===== config.mk =====
export PLATFORM = sky130hd
export DESIGN_NAME = rect_overlap_table_core_flat
export DESIGN_NICKNAME = d
export VERILOG_FILES = /design/src/rtl/rot_pkg.sv /design/src/rtl/rot_cmd_if.sv /design/src/rtl/rot_res_if.sv /design/src/rtl/rect_overlap_table_core.sv /design/src/rtl/rot_ram.sv /design/src/flat_wrapper.sv
export SDC_FILE = /design/constraint.sdc
export NUM_CORES = 2
export LEC_CHECK = 0
export BUFFER_PORTS_ARGS = -buffer_cell sky130_fd_sc_hd__buf_2
export CAP_MARGIN = 10
export CORE_MARGIN = 2
export CORE_UTILIZATION = 47
export DETAILED_ROUTE_END_ITERATION = 16
export GPL_ROUTABILITY_DRIVEN = 0
export REMOVE_ABC_BUFFERS = 1
export SETUP_SLACK_MARGIN = 0.1
export SLEW_MARGIN = 20
export SYNTH_ARGS = -nofsm -noshare
export SYNTH_HDL_FRONTEND = slang
export SYNTH_SLANG_ARGS = --single-unit

===== constraint.sdc =====
create_clock -name clk -period 10.3 [get_ports clk]
set_input_delay 2.575 -clock clk [delete_from_list [all_inputs] [get_ports clk]]
set_output_delay 2.575 -clock clk [all_outputs]
set_load 0.03 [all_outputs]

===== src/rtl/rot_pkg.sv =====
package rot_pkg;

    // field widths of one request and one result
    localparam int REQ_W  = 3;
    localparam int ID_W   = 8;
    localparam int POS_W  = 16;
    localparam int SIZE_W = 15;
    localparam int STAT_W = 2;
    // edge sums need one bit more than a position
    localparam int EDGE_W = POS_W + 1;

    // request codes
    localparam logic [REQ_W-1:0] REQ_ADD      = 3'd0;
    localparam logic [REQ_W-1:0] REQ_REMOVE   = 3'd1;
    localparam logic [REQ_W-1:0] REQ_SET_POS  = 3'd2;
    localparam logic [REQ_W-1:0] REQ_SET_SIZE = 3'd3;
    localparam logic [REQ_W-1:0] REQ_QUERY    = 3'd4;
    localparam logic [REQ_W-1:0] REQ_LOOKUP   = 3'd5;

    // status codes
    localparam logic [STAT_W-1:0] ST_OK        = 2'd0;
    localparam logic [STAT_W-1:0] ST_NOT_FOUND = 2'd1;
    localparam logic [STAT_W-1:0] ST_FULL      = 2'd2;
    localparam logic [STAT_W-1:0] ST_REPLACED  = 2'd3;

    // one table slot
    typedef struct packed {
        logic [ID_W-1:0]          id;
        logic signed [POS_W-1:0]  x;
        logic signed [POS_W-1:0]  y;
        logic [SIZE_W-1:0]        w;
        logic [SIZE_W-1:0]        h;
    } rot_entry_t;

    // sequencer states
    typedef enum logic [2:0] {
        S_IDLE,
        S_FIND,
        S_EXEC,
        S_MOVE_RD,
        S_MOVE_WR,
        S_APPEND,
        S_QUERY,
        S_RESP
    } rot_state_t;

endpackage


===== src/rtl/rot_cmd_if.sv =====
interface rot_cmd_if;
    import rot_pkg::*;

    logic                     valid;
    logic                     ready;
    logic [REQ_W-1:0]         req_type;
    logic [ID_W-1:0]          entry_id;
    logic signed [POS_W-1:0]  pos_x;
    logic signed [POS_W-1:0]  pos_y;
    logic [SIZE_W-1:0]        size_w;
    logic [SIZE_W-1:0]        size_h;

    modport source (
        output valid, req_type, entry_id, pos_x, pos_y, size_w, size_h,
        input  ready
    );

    modport sink (
        input  valid, req_type, entry_id, pos_x, pos_y, size_w, size_h,
        output ready
    );

endinterface


===== src/rtl/rot_res_if.sv =====
interface rot_res_if;
    import rot_pkg::*;

    logic                     valid;
    logic                     ready;
    logic [STAT_W-1:0]        status;
    logic                     hit_found;
    logic [ID_W-1:0]          hit_id;
    logic signed [POS_W-1:0]  rect_x;
    logic signed [POS_W-1:0]  rect_y;
    logic [SIZE_W-1:0]        rect_w;
    logic [SIZE_W-1:0]        rect_h;

    modport source (
        output valid, status, hit_found, hit_id, rect_x, rect_y, rect_w, rect_h,
        input  ready
    );

    modport sink (
        input  valid, status, hit_found, hit_id, rect_x, rect_y, rect_w, rect_h,
        output ready
    );

endinterface


===== src/rtl/rect_overlap_table_core.sv =====
// channel | modport | role
// --------+---------+----------------------------------------------------
// cmd     | sink    | request: req_type, entry_id, pos_x/y, size_w/h
// res     | source  | one result per request: status, hit, looked-up rect
//
// a request first searches the table for its id, one slot per cycle through
// the single read port of the slot memory, then executes; remove and a
// replacing add move the last slot into the found one, a replacing add then
// appends, and a query walks the table again with the one overlap comparator
// reset empties the table at once (slot count to zero); no clearing pass
// cmd is taken only while the sequencer is idle; a finished result waits in
// the output register, and the next request may start meanwhile
module rect_overlap_table_core #(
    parameter int ENTRIES = 16
) (
    input  logic      clk,
    input  logic      rst_n,
    rot_cmd_if.sink   cmd,
    rot_res_if.source res
);
    import rot_pkg::*;

    localparam int AW = (ENTRIES > 1) ? $clog2(ENTRIES) : 1;
    localparam int CW = $clog2(ENTRIES + 1);

    // control state
    rot_state_t       state_reg, state_next;
    logic [CW-1:0]    count_reg, count_next;
    logic [CW-1:0]    idx_reg, idx_next;
    logic             pend_reg, pend_next;
    logic             found_reg, found_next;
    logic             out_valid_reg, out_valid_next;

    // payload state
    logic [AW-1:0]           pa_reg, pa_next;
    logic [AW-1:0]           slot_reg, slot_next;
    logic [REQ_W-1:0]        rq_reg, rq_next;
    rot_entry_t              nw_reg, nw_next;
    rot_entry_t              cur_reg, cur_next;
    logic signed [EDGE_W-1:0] r0_reg, r0_next;
    logic signed [EDGE_W-1:0] b0_reg, b0_next;
    logic [STAT_W-1:0]       rs_status_reg, rs_status_next;
    logic                    rs_hit_reg, rs_hit_next;
    logic [ID_W-1:0]         rs_hid_reg, rs_hid_next;
    rot_entry_t              rs_rect_reg, rs_rect_next;
    logic [STAT_W-1:0]       out_status_reg, out_status_next;
    logic                    out_hit_reg, out_hit_next;
    logic [ID_W-1:0]         out_hid_reg, out_hid_next;
    rot_entry_t              out_rect_reg, out_rect_next;

    // slot memory
    logic             ram_we;
    logic [AW-1:0]    ram_waddr;
    rot_entry_t       ram_wdata;
    logic [AW-1:0]    ram_raddr;
    rot_entry_t       ram_rdata;

    logic [CW-1:0]    last_slot;

    // overlap comparator against the slot just read
    logic signed [EDGE_W-1:0] l0, t0, l1, t1, r1, b1;
    logic                     overlap;

    rot_ram #(
        .WIDTH ($bits(rot_entry_t)),
        .DEPTH (ENTRIES)
    ) u_slots (
        .clk   (clk),
        .we    (ram_we),
        .waddr (ram_waddr),
        .wdata (ram_wdata),
        .raddr (ram_raddr),
        .rdata (ram_rdata)
    );

    assign last_slot = count_reg - CW'(1);

    // strict overlap; touching edges do not count
    always_comb
    begin
        l0 = {cur_reg.x[POS_W-1], cur_reg.x};
        t0 = {cur_reg.y[POS_W-1], cur_reg.y};
        l1 = {ram_rdata.x[POS_W-1], ram_rdata.x};
        t1 = {ram_rdata.y[POS_W-1], ram_rdata.y};
        r1 = l1 + $signed({2'b00, ram_rdata.w});
        b1 = t1 + $signed({2'b00, ram_rdata.h});
        overlap = !((b0_reg <= t1) || (t0 >= b1) || (l0 >= r1) || (r0_reg <= l1));
    end

    // sequencer
    always_comb
    begin
        state_next     = state_reg;
        count_next     = count_reg;
        idx_next       = idx_reg;
        pend_next      = pend_reg;
        found_next     = found_reg;
        out_valid_next = out_valid_reg;
        pa_next        = pa_reg;
        slot_next      = slot_reg;
        rq_next        = rq_reg;
        nw_next        = nw_reg;
        cur_next       = cur_reg;
        r0_next        = r0_reg;
        b0_next        = b0_reg;
        rs_status_next = rs_status_reg;
        rs_hit_next    = rs_hit_reg;
        rs_hid_next    = rs_hid_reg;
        rs_rect_next   = rs_rect_reg;
        out_status_next = out_status_reg;
        out_hit_next   = out_hit_reg;
        out_hid_next   = out_hid_reg;
        out_rect_next  = out_rect_reg;
        ram_we         = 1'b0;
        ram_waddr      = slot_reg;
        ram_wdata      = nw_reg;
        ram_raddr      = idx_reg[AW-1:0];
        cmd.ready      = (state_reg == S_IDLE);

        // result taken downstream
        if (out_valid_reg && res.ready)
        begin
            out_valid_next = 1'b0;
        end

        unique case (state_reg)
            S_IDLE:
            begin
                if (cmd.valid)
                begin
                    rq_next        = cmd.req_type;
                    nw_next.id     = cmd.entry_id;
                    nw_next.x      = cmd.pos_x;
                    nw_next.y      = cmd.pos_y;
                    nw_next.w      = cmd.size_w;
                    nw_next.h      = cmd.size_h;
                    idx_next       = '0;
                    pend_next      = 1'b0;
                    found_next     = 1'b0;
                    rs_status_next = ST_OK;
                    rs_hit_next    = 1'b0;
                    rs_hid_next    = '0;
                    rs_rect_next   = '0;
                    state_next     = S_FIND;
                end
            end

            // id search, one slot read per cycle
            S_FIND:
            begin
                if (pend_reg && (ram_rdata.id == nw_reg.id))
                begin
                    found_next = 1'b1;
                    slot_next  = pa_reg;
                    cur_next   = ram_rdata;
                    pend_next  = 1'b0;
                    state_next = S_EXEC;
                end
                else if (idx_reg == count_reg)
                begin
                    pend_next  = 1'b0;
                    state_next = S_EXEC;
                end
                else
                begin
                    pend_next = 1'b1;
                    pa_next   = idx_reg[AW-1:0];
                    idx_next  = idx_reg + CW'(1);
                end
            end

            S_EXEC:
            begin
                state_next = S_RESP;
                unique case (rq_reg)
                    REQ_ADD:
                    begin
                        if (found_reg)
                        begin
                            rs_status_next = ST_REPLACED;
                            state_next     = S_MOVE_RD;
                        end
                        else if (count_reg == CW'(ENTRIES))
                        begin
                            rs_status_next = ST_FULL;
                        end
                        else
                        begin
                            ram_we     = 1'b1;
                            ram_waddr  = count_reg[AW-1:0];
                            count_next = count_reg + CW'(1);
                        end
                    end
                    REQ_REMOVE:
                    begin
                        if (found_reg)
                        begin
                            state_next = S_MOVE_RD;
                        end
                        else
                        begin
                            rs_status_next = ST_NOT_FOUND;
                        end
                    end
                    REQ_SET_POS:
                    begin
                        if (found_reg)
                        begin
                            ram_we      = 1'b1;
                            ram_wdata   = cur_reg;
                            ram_wdata.x = nw_reg.x;
                            ram_wdata.y = nw_reg.y;
                        end
                        else
                        begin
                            rs_status_next = ST_NOT_FOUND;
                        end
                    end
                    REQ_SET_SIZE:
                    begin
                        if (found_reg)
                        begin
                            ram_we      = 1'b1;
                            ram_wdata   = cur_reg;
                            ram_wdata.w = nw_reg.w;
                            ram_wdata.h = nw_reg.h;
                        end
                        else
                        begin
                            rs_status_next = ST_NOT_FOUND;
                        end
                    end
                    REQ_QUERY:
                    begin
                        if (found_reg)
                        begin
                            r0_next    = l0 + $signed({2'b00, cur_reg.w});
                            b0_next    = t0 + $signed({2'b00, cur_reg.h});
                            idx_next   = '0;
                            pend_next  = 1'b0;
                            state_next = S_QUERY;
                        end
                        else
                        begin
                            rs_status_next = ST_NOT_FOUND;
                        end
                    end
                    REQ_LOOKUP:
                    begin
                        if (found_reg)
                        begin
                            rs_rect_next    = cur_reg;
                            rs_rect_next.id = '0;
                        end
                        else
                        begin
                            rs_status_next = ST_NOT_FOUND;
                        end
                    end
                    default:
                    begin
                        rs_status_next = ST_OK;
                    end
                endcase
            end

            // swap-pop: fetch the last slot
            S_MOVE_RD:
            begin
                ram_raddr  = last_slot[AW-1:0];
                state_next = S_MOVE_WR;
            end

            S_MOVE_WR:
            begin
                ram_we    = 1'b1;
                ram_waddr = slot_reg;
                ram_wdata = ram_rdata;
                if (rq_reg == REQ_ADD)
                begin
                    state_next = S_APPEND;
                end
                else
                begin
                    count_next = last_slot;
                    state_next = S_RESP;
                end
            end

            // replacing add: new rectangle lands in the old last slot
            S_APPEND:
            begin
                ram_we     = 1'b1;
                ram_waddr  = last_slot[AW-1:0];
                ram_wdata  = nw_reg;
                state_next = S_RESP;
            end

            // overlap walk in table order
            S_QUERY:
            begin
                if (pend_reg && (ram_rdata.id != nw_reg.id) && overlap)
                begin
                    rs_hit_next = 1'b1;
                    rs_hid_next = ram_rdata.id;
                    pend_next   = 1'b0;
                    state_next  = S_RESP;
                end
                else if (idx_reg == count_reg)
                begin
                    pend_next  = 1'b0;
                    state_next = S_RESP;
                end
                else
                begin
                    pend_next = 1'b1;
                    pa_next   = idx_reg[AW-1:0];
                    idx_next  = idx_reg + CW'(1);
                end
            end

            // hand the result to the output register once it is free
            S_RESP:
            begin
                if (!out_valid_reg || res.ready)
                begin
                    out_valid_next  = 1'b1;
                    out_status_next = rs_status_reg;
                    out_hit_next    = rs_hit_reg;
                    out_hid_next    = rs_hid_reg;
                    out_rect_next   = rs_rect_reg;
                    state_next      = S_IDLE;
                end
            end

            default:
            begin
                state_next = S_IDLE;
            end
        endcase
    end

    // control registers
    always_ff @(posedge clk or negedge rst_n)
    begin
        if (!rst_n)
        begin
            state_reg     <= S_IDLE;
            count_reg     <= '0;
            idx_reg       <= '0;
            pend_reg      <= 1'b0;
            found_reg     <= 1'b0;
            out_valid_reg <= 1'b0;
        end
        else
        begin
            state_reg     <= state_next;
            count_reg     <= count_next;
            idx_reg       <= idx_next;
            pend_reg      <= pend_next;
            found_reg     <= found_next;
            out_valid_reg <= out_valid_next;
        end
    end

    // payload registers
    always_ff @(posedge clk)
    begin
        pa_reg         <= pa_next;
        slot_reg       <= slot_next;
        rq_reg         <= rq_next;
        nw_reg         <= nw_next;
        cur_reg        <= cur_next;
        r0_reg         <= r0_next;
        b0_reg         <= b0_next;
        rs_status_reg  <= rs_status_next;
        rs_hit_reg     <= rs_hit_next;
        rs_hid_reg     <= rs_hid_next;
        rs_rect_reg    <= rs_rect_next;
        out_status_reg <= out_status_next;
        out_hit_reg    <= out_hit_next;
        out_hid_reg    <= out_hid_next;
        out_rect_reg   <= out_rect_next;
    end

    // result port
    assign res.valid     = out_valid_reg;
    assign res.status    = out_status_reg;
    assign res.hit_found = out_hit_reg;
    assign res.hit_id    = out_hid_reg;
    assign res.rect_x    = out_rect_reg.x;
    assign res.rect_y    = out_rect_reg.y;
    assign res.rect_w    = out_rect_reg.w;
    assign res.rect_h    = out_rect_reg.h;

`ifndef SYNTH
    // table never holds more than its depth
    a_count_bound: assert property (@(posedge clk) disable iff (!rst_n)
        count_reg <= CW'(ENTRIES))
        else $error("slot count beyond table depth");

    // one request moves the slot count by at most one
    a_count_step: assert property (@(posedge clk) disable iff (!rst_n)
        (count_reg != $past(count_reg)) |->
        ((count_reg == $past(count_reg) + CW'(1)) ||
         (count_reg == $past(count_reg) - CW'(1))))
        else $error("slot count jumped");

    // a pending read during a walk is always a live slot
    a_walk_in_range: assert property (@(posedge clk) disable iff (!rst_n)
        (pend_reg && ((state_reg == S_FIND) || (state_reg == S_QUERY))) |->
        ({1'b0, pa_reg} < {1'b0, count_reg}))
        else $error("walk read beyond last slot");

    // a hit is only reported with ok status
    a_hit_status: assert property (@(posedge clk) disable iff (!rst_n)
        (res.valid && res.hit_found) |-> (res.status == ST_OK))
        else $error("hit reported with error status");
`endif

endmodule


===== src/rtl/rot_ram.sv =====
module rot_ram #(
    parameter int WIDTH = 70,
    parameter int DEPTH = 16
) (
    input  logic                     clk,
    input  logic                     we,
    input  logic [$clog2(DEPTH)-1:0] waddr,
    input  logic [WIDTH-1:0]         wdata,
    input  logic [$clog2(DEPTH)-1:0] raddr,
    output logic [WIDTH-1:0]         rdata
);

    logic [WIDTH-1:0] mem [DEPTH];

    // single write port, registered read port
    always_ff @(posedge clk)
    begin
        if (we)
        begin
            mem[waddr] <= wdata;
        end
        rdata <= mem[raddr];
    end

endmodule

===== src/flat_wrapper.sv =====
// flat-port wrapper written by rule: the top's interface ports become plain ports
module rect_overlap_table_core_flat import rot_pkg::*;
#(
    parameter int ENTRIES = 16
)
  (clk, rst_n, cmd_valid, cmd_req_type, cmd_entry_id, cmd_pos_x, cmd_pos_y, cmd_size_w, cmd_size_h, cmd_ready, res_valid, res_status, res_hit_found, res_hit_id, res_rect_x, res_rect_y, res_rect_w, res_rect_h, res_ready);
  rot_cmd_if cmd_i ();
  rot_res_if res_i ();
  input  logic clk;
  input  logic rst_n;
  input wire logic [$bits(cmd_i.valid)-1:0] cmd_valid;
  input wire logic [$bits(cmd_i.req_type)-1:0] cmd_req_type;
  input wire logic [$bits(cmd_i.entry_id)-1:0] cmd_entry_id;
  input wire logic [$bits(cmd_i.pos_x)-1:0] cmd_pos_x;
  input wire logic [$bits(cmd_i.pos_y)-1:0] cmd_pos_y;
  input wire logic [$bits(cmd_i.size_w)-1:0] cmd_size_w;
  input wire logic [$bits(cmd_i.size_h)-1:0] cmd_size_h;
  output wire logic [$bits(cmd_i.ready)-1:0] cmd_ready;
  output wire logic [$bits(res_i.valid)-1:0] res_valid;
  output wire logic [$bits(res_i.status)-1:0] res_status;
  output wire logic [$bits(res_i.hit_found)-1:0] res_hit_found;
  output wire logic [$bits(res_i.hit_id)-1:0] res_hit_id;
  output wire logic [$bits(res_i.rect_x)-1:0] res_rect_x;
  output wire logic [$bits(res_i.rect_y)-1:0] res_rect_y;
  output wire logic [$bits(res_i.rect_w)-1:0] res_rect_w;
  output wire logic [$bits(res_i.rect_h)-1:0] res_rect_h;
  input wire logic [$bits(res_i.ready)-1:0] res_ready;
  assign cmd_i.valid = cmd_valid;
  assign cmd_i.req_type = cmd_req_type;
  assign cmd_i.entry_id = cmd_entry_id;
  assign cmd_i.pos_x = cmd_pos_x;
  assign cmd_i.pos_y = cmd_pos_y;
  assign cmd_i.size_w = cmd_size_w;
  assign cmd_i.size_h = cmd_size_h;
  assign cmd_ready = cmd_i.ready;
  assign res_valid = res_i.valid;
  assign res_status = res_i.status;
  assign res_hit_found = res_i.hit_found;
  assign res_hit_id = res_i.hit_id;
  assign res_rect_x = res_i.rect_x;
  assign res_rect_y = res_i.rect_y;
  assign res_rect_w = res_i.rect_w;
  assign res_rect_h = res_i.rect_h;
  assign res_i.ready = res_ready;
  rect_overlap_table_core #(.ENTRIES(ENTRIES)) u_core (.clk(clk), .rst_n(rst_n), .cmd(cmd_i), .res(res_i));
endmodule

-- Yosys cells after proc, flatten, opt, wreduce, memory -nomap -nowiden
Memory sizes are Yosys's and may differ from the RTL's. A register that Yosys moved wholly into a read port is not among the register bits.
Index checks and enable logic that the tools add are counted.
- add/sub/neg operators: 7
- multiply operators: 0
- divide/modulo/power cells: 0
- magnitude comparators: 4
- equal/unequal tests: 33
- shift operators: 0
- multiplexer cells: 70
- bitwise logic cells: 0
- reductions and logical operators: 35
- operators by type and width (kind ; number):
    $pmux W70 S2 ; 2
    $mux W62 ; 3
    $mux W70 ; 2
    $pmux W62 S2 ; 1
    $add A16 B16 Y17 ; 4
    $mux W5 ; 10
    $ge A16 B17 Y1 ; 2
    $le A17 B16 Y1 ; 2
    $mux W4 ; 7
    $pmux W3 S8 ; 1
    $mux W3 ; 7
    $pmux W5 S4 ; 1
    $eq A3 B3 Y1 const B ; 6
    $mux W1 ; 17
    $mux W8 ; 2
    $pmux W4 S2 ; 2
    $pmux W8 S2 ; 1
    $reduce_and A4 Y1 ; 4
    $ne A2 B2 Y1 const B ; 7
    $eq A3 B2 Y1 const B ; 4
    $ne A2 B1 Y1 const B ; 6
    $reduce_and A3 Y1 ; 4
    $add A5 B1 Y5 const B ; 2
    $mux W2 ; 5
    other kinds (25) ; 47
- flip-flop bits (word level): 347
- bits in latches: 0
- RAM bits: 1120
- ROM bits: 0
- logic and storage cells: 185
- memories: 1
- memory list (memory ; words ; width ; read ports ; clocked after memory_dff ; wr ports ; RTL line ; source):
    u_core.u_slots.mem ; 16 ; 70 ; 1 ; 1 ; 1 ; rot_ram.sv:13 ; logic [WIDTH-1:0] mem [DEPTH];

-- Longest topological paths before layout
- depth after elaboration: 9
- depth in mapped cells: 20
- depth with buffers taken out: 20

-- Cells and area by module
Synthesis repeated with hierarchy kept, for this count alone.
- cells, all modules: 3216
- area, all modules: 60611.9 sq um
- by module, submodules not included (module ; instances ; cells each ; area each (sq um) ; seq. area each (sq um)):
    rot_ram ; 1 ; 1800 ; 43324.1 ; 35033.6
    rect_overlap_table_core ; 1 ; 1416 ; 17287.8 ; 10339.9

-- Worst setup path before layout
No wires, ideal clock.
- kind: input -> register
- start point: in res_ready
- end point: reg u_core.out_hit_reg, in the netlist u_core.res.hit_found (enable)
- library setup time: 0.506 ns
- arrival time: 5.704 ns
- path slack: 4.090 ns
- stages on the path: 2
- buffers on the path: 0
- path through: nor2b_1 > nor2_1
- cells in the longest elaborated chain, start to end: 2
- ends and longest elaborated chain (item ; RTL line ; source):
    start: declaration ; flat_wrapper.sv:27 ; input wire logic [$bits(res_i.ready)-1:0] res_ready;
    $logic_or A1 B1 Y1 ; rect_overlap_table_core.sv:325 ; if (!out_valid_reg || res.ready)
    $reduce_and A2 Y1 (no source line) ; -- ;
    end signal: assignment ; rect_overlap_table_core.sv:381 ; out_hit_reg <= out_hit_next;
    end: declaration ; rect_overlap_table_core.sv:47 ; logic out_hit_reg, out_hit_next;
No other way between the ends.
A chain may end at the register's enable or synchronous reset.

-- Final worst setup path
- start point: reg u_core.state_reg[0]
- end point: mem u_core.u_slots.mem[7][1] (enable)
- cells in the longest elaborated chain, start to end: 5
- ends and longest elaborated chain (item ; RTL line ; source):
    start: declaration ; rect_overlap_table_core.sv:27 ; rot_state_t state_reg, state_next;
    start signal: assignment ; rect_overlap_table_core.sv:357 ; state_reg <= state_next;
    $eq A3 B3 Y1 ; rect_overlap_table_core.sv:126 ; unique case (state_reg)
    $reduce_or A2 Y1 (no source line) ; -- ;
    $pmux W1 S2 ; rect_overlap_table_core.sv:126 ;
    $mux W1 ; rot_ram.sv:18 ; if (we)
    $mux W1 (implied by the code) ; rot_ram.sv:20 ; mem[waddr] <= wdata;
    end: declaration ; rot_ram.sv:13 ;
Several ways; a longest one is shown, not always the timed one.

==> flow_summary.yaml <==
critical_path:
  rr_worst_depth: 9
  cp.arrival_ns: 5.56
  critical_path_buf_inv_count: 3
  r2r_slack_ns: 5.17
  timing.rr.end: "u_core.u_slots.mem[7][1]"
  crit_fanout: 24
  start_kind: "flop"
  slowest_delay_ns: 0.89
  cp.required_ns: 10.73
  crit_slowest_cell: "nor2_4"
  endpoint_kind: "flop"
  worstSetupPathType: "flop to flop"
  critical_path.top_delay_family: "simple AND/OR/NAND/NOR gates"
  r2r-start: "u_core.state_reg[0]"
  path_cells: "inv_2 > nand3b_1 > nor4_4 > nand2_1 > o211ai_1 > nand2_1 > nor2_4 > buf_4 > buf_4"
clocking:
  ctsResizeCount: 0
  post_cts_buffers: 0
  h-tree-depth: 4
  clock_latency_ns: 0.80
  clk_pin_slew_worst_paths_ns: 0.06
  clkSinkCount: 1537
  postCtsHoldBufs: 0
  tritoncts: "built"
  cts_buffers: 159
  cts_buffer_depth: 3
  ctsRootBufferMaster: "clkbuf_16"
synthesis:
  yosys_warnings: 0
  synth_cells: 4450
  synth-compound-area-share_pct: 11.6
  synth_top_area_share_pct: 69.4
  synth-edff-count: 1451
  synthMuxAreaShare_pct: 0.0339
  yosysTopAreaCell: "edfxtp_1"
  synth_top_family_by_area: "compound AO/OA/AOI/OAI gates"
  synthArstFlopShare_pct: 1.04
  synth-xor-area-share_pct: 0.977
  synth_cell_type_count: 79
  synth_ff_type: "edfxtp_1"
  syn_area_per_cell_um2: 14.1
  yosys.area_share.adder_pct: 2.76
  seq_area_frac_synth_pct: 72.3
  ys_ff_latch: 1537
  synthSimpleGateAreaFrac_pct: 9.98
  synth_top_cells_by_area: "edfxtp_1 (69%), nand2_1 (4.5%), a211oi_1 (4.3%), ha_1 (2.6%), dfxtp_1 (2.2%)"
  netlist_area_um2: 62800
finish:
  nets: 4769
  stdcell_count: 6459
  final_cell_mix: "edfxtp_1 (1451), nand2_1 (756), a211oi_1 (362)"
  post-route-util_pct: 52.9
  largest-register: "u_core.u_slots.mem"
  largest_register_ffs: 1120
  fillCellCount: 11000
  final_common_cell: "edfxtp_1"
  layout-drive-gt1-share_pct: 10.7
  layout-area-overhead-vs-synth_pct: 12.0
drt:
  drtAntennaViolNets: 0
  drt_first_pass_iters: 6
  drc: 0
  vias: 37700
  via_per_inst: 5.84
  wl_per_cell_um: 25.2
  wirelength_um: 163000
  drt_iter0_drc: 3825
timing:
  tns_ns: 0
  worst_pin_slew_ns: 1.11
  slew_violations: 0
  hold_violations: 0
  clock.fmax_ghz: 0.195
  relSlewSlack_pct: 25.7
  timing.hold.ws_ns: 0.417
  setup_viol: 0
  rsz0062_at_grt: "no"
  fin_skew_ns: 0.0221
  min_period_ns: 5.13
  fin_crit_sh_pct: 49.9
  layout_setup_ws_ns: 5.17
grt:
  grt_use_met2_pct: 37.1
  grt_start_max_net_pins: 214
  grt_pass1_wl_um: 238000
  grt_overflow_total: 0
  first_global_vias: 36200
  met3_usage_pct: 4.59
  grt-busiest-layer: "met2"
  antenna_found_initial: 7
  met1_usage_pct: 33.3
  track_usage_pct: 23.6
worst_hold_path:
  min_to: "u_core.res.rect_h[13]"
  min_path_type: "flop to flop"
  worstHoldStart: "u_core.rs_rect_reg[13]"
  holdPathStages: 0
placement:
  portBuffers: 151
  dp_hpwl_um: 89200
  dpl_worst_slack_ns: 5.29
  placed_cells: 6163
power_and_ir_drop:
  worst_ir_drop_vdd_mv: 0.252
  power_density_nw_per_um2: 297
  power_leakage_nw: 23.7
floorplan:
  die_w_um: 369
  std_cell_rows: 134
  die_h_um: 369
  coreArea_um2: 133000
  initial_core_util_pct: 47.2
  die_area_um2: 136000
  num_io_pins: 152
status:
  run_status: "completed"
job:
  maxCapViolCount: 0
## through the flow
step | area (µm²) | power [W]
after floorplan | 61500 | 0.0138
after global placement | 65300 | 0.0154
after detailed placement | 65300 | 0.0154
after CTS | 70300 | 0.0210
after global routing | 70300 | 0.0220
final | 70300 | 0.0209
## per-layer routing
layer,wire length (µm),up-vias
li1,-,17200
met2,75800,1390
met4,4180,4
met1,70000,18900
met3,12700,242
met5,26,-
## worst register-to-register path: stages (launching register included)
cell and delay (ns):
dfrtp_1 0.60, inv_2 0.22, nand3b_1 0.49, nor4_4 0.64, nand2_1 0.16, o211ai_1 0.23
nand2_1 0.32, nor2_4 0.89, buf_4 0.65, buf_4 0.54
## synth_stat cells (all sizes together), types with 2 or more instances
| library cell | instances |
|---|---|
| dfxtp | 70 |
| nand4 | 16 |
| nand2b | 12 |
| nor4 | 5 |
| and2 | 349 |
| a211oi | 362 |
| o21bai | 5 |
| o211a | 3 |
| a31o | 2 |
| a21o | 22 |
| nor3 | 31 |
| a22oi | 70 |
| o31ai | 4 |
| a2111oi | 2 |
| a311oi | 141 |
| buf | 89 |
| o2111ai | 5 |
| o31a | 2 |
| dfrtp | 16 |
| nor2 | 73 |
| o211ai | 9 |
| nor2b | 14 |
| nand3b | 6 |
| o21ai | 32 |
| a221oi | 3 |
| or3 | 5 |
| a31oi | 153 |
| or2 | 7 |
| and3 | 13 |
| a21oi | 199 |
| clkbuf | 181 |
| edfxtp | 1451 |
| xor2 | 33 |
| a211o | 4 |
| and4bb | 2 |
| ha | 132 |
| and4 | 2 |
| o21a | 6 |
| nand3 | 29 |
| or4 | 2 |
| xnor2 | 37 |
| nand2 | 758 |
| o41ai | 2 |
| fa | 4 |
| inv | 71 |
## layout make-up
class | instances | area (µm²) | share of cell area (%)
well taps | 1768 | 2210 | 3.15
repair buffers | 215 | 1310 | 1.87
flip-flops and latches | 1537 | 45400 | 64.5
clock buffers | 204 | 4310 | 6.13
inverters | 71 | 269 | 0.383
multi-input cells | 2572 | 16100 | 22.9
diodes | 1 | 2.50 | 0.00356
clock inverters | 91 | 697 | 0.991
## where the power goes
group | internal, W | leakage, nW | switching, W
Sequential | 0.00819 | 13.9 | 0.000429
Combinational | 0.00209 | 7.37 | 0.00463
Clock | 0.00312 | 2.46 | 0.00241
Total | 0.0134 | 23.7 | 0.00747
## worst max-delay path by stage
stage / cells after the start / start / endpoint
final: 9 / u_core.state_reg[0] / u_core.u_slots.mem[7][1]
after global routing: 17 / u_core.u_slots.rdata[46] / u_core.rs_hid_reg[5]
after global placement: 9 / u_core.state_reg[0] / u_core.u_slots.mem[7][2]
after CTS: 9 / u_core.state_reg[0] / u_core.u_slots.mem[7][0]
after detailed placement: 9 / u_core.state_reg[0] / u_core.u_slots.mem[7][2]
after floorplan: 6 / u_core.count_reg[0] / u_core.u_slots.rdata[0]
## logic make-up (layout without fill, tap and decap cells)
group / count (synthesis) / after routing
compound gates: 1036 / 1036
xor+xnor: 70 / 70
fa+ha+maj: 136 / 136
buf+inv: 341 / 581
flops: 1537 / 1537
mux: 2 / 2
other cells: 0 / 1
simple gates: 1328 / 1328
(Power assumes the default switching activity.)
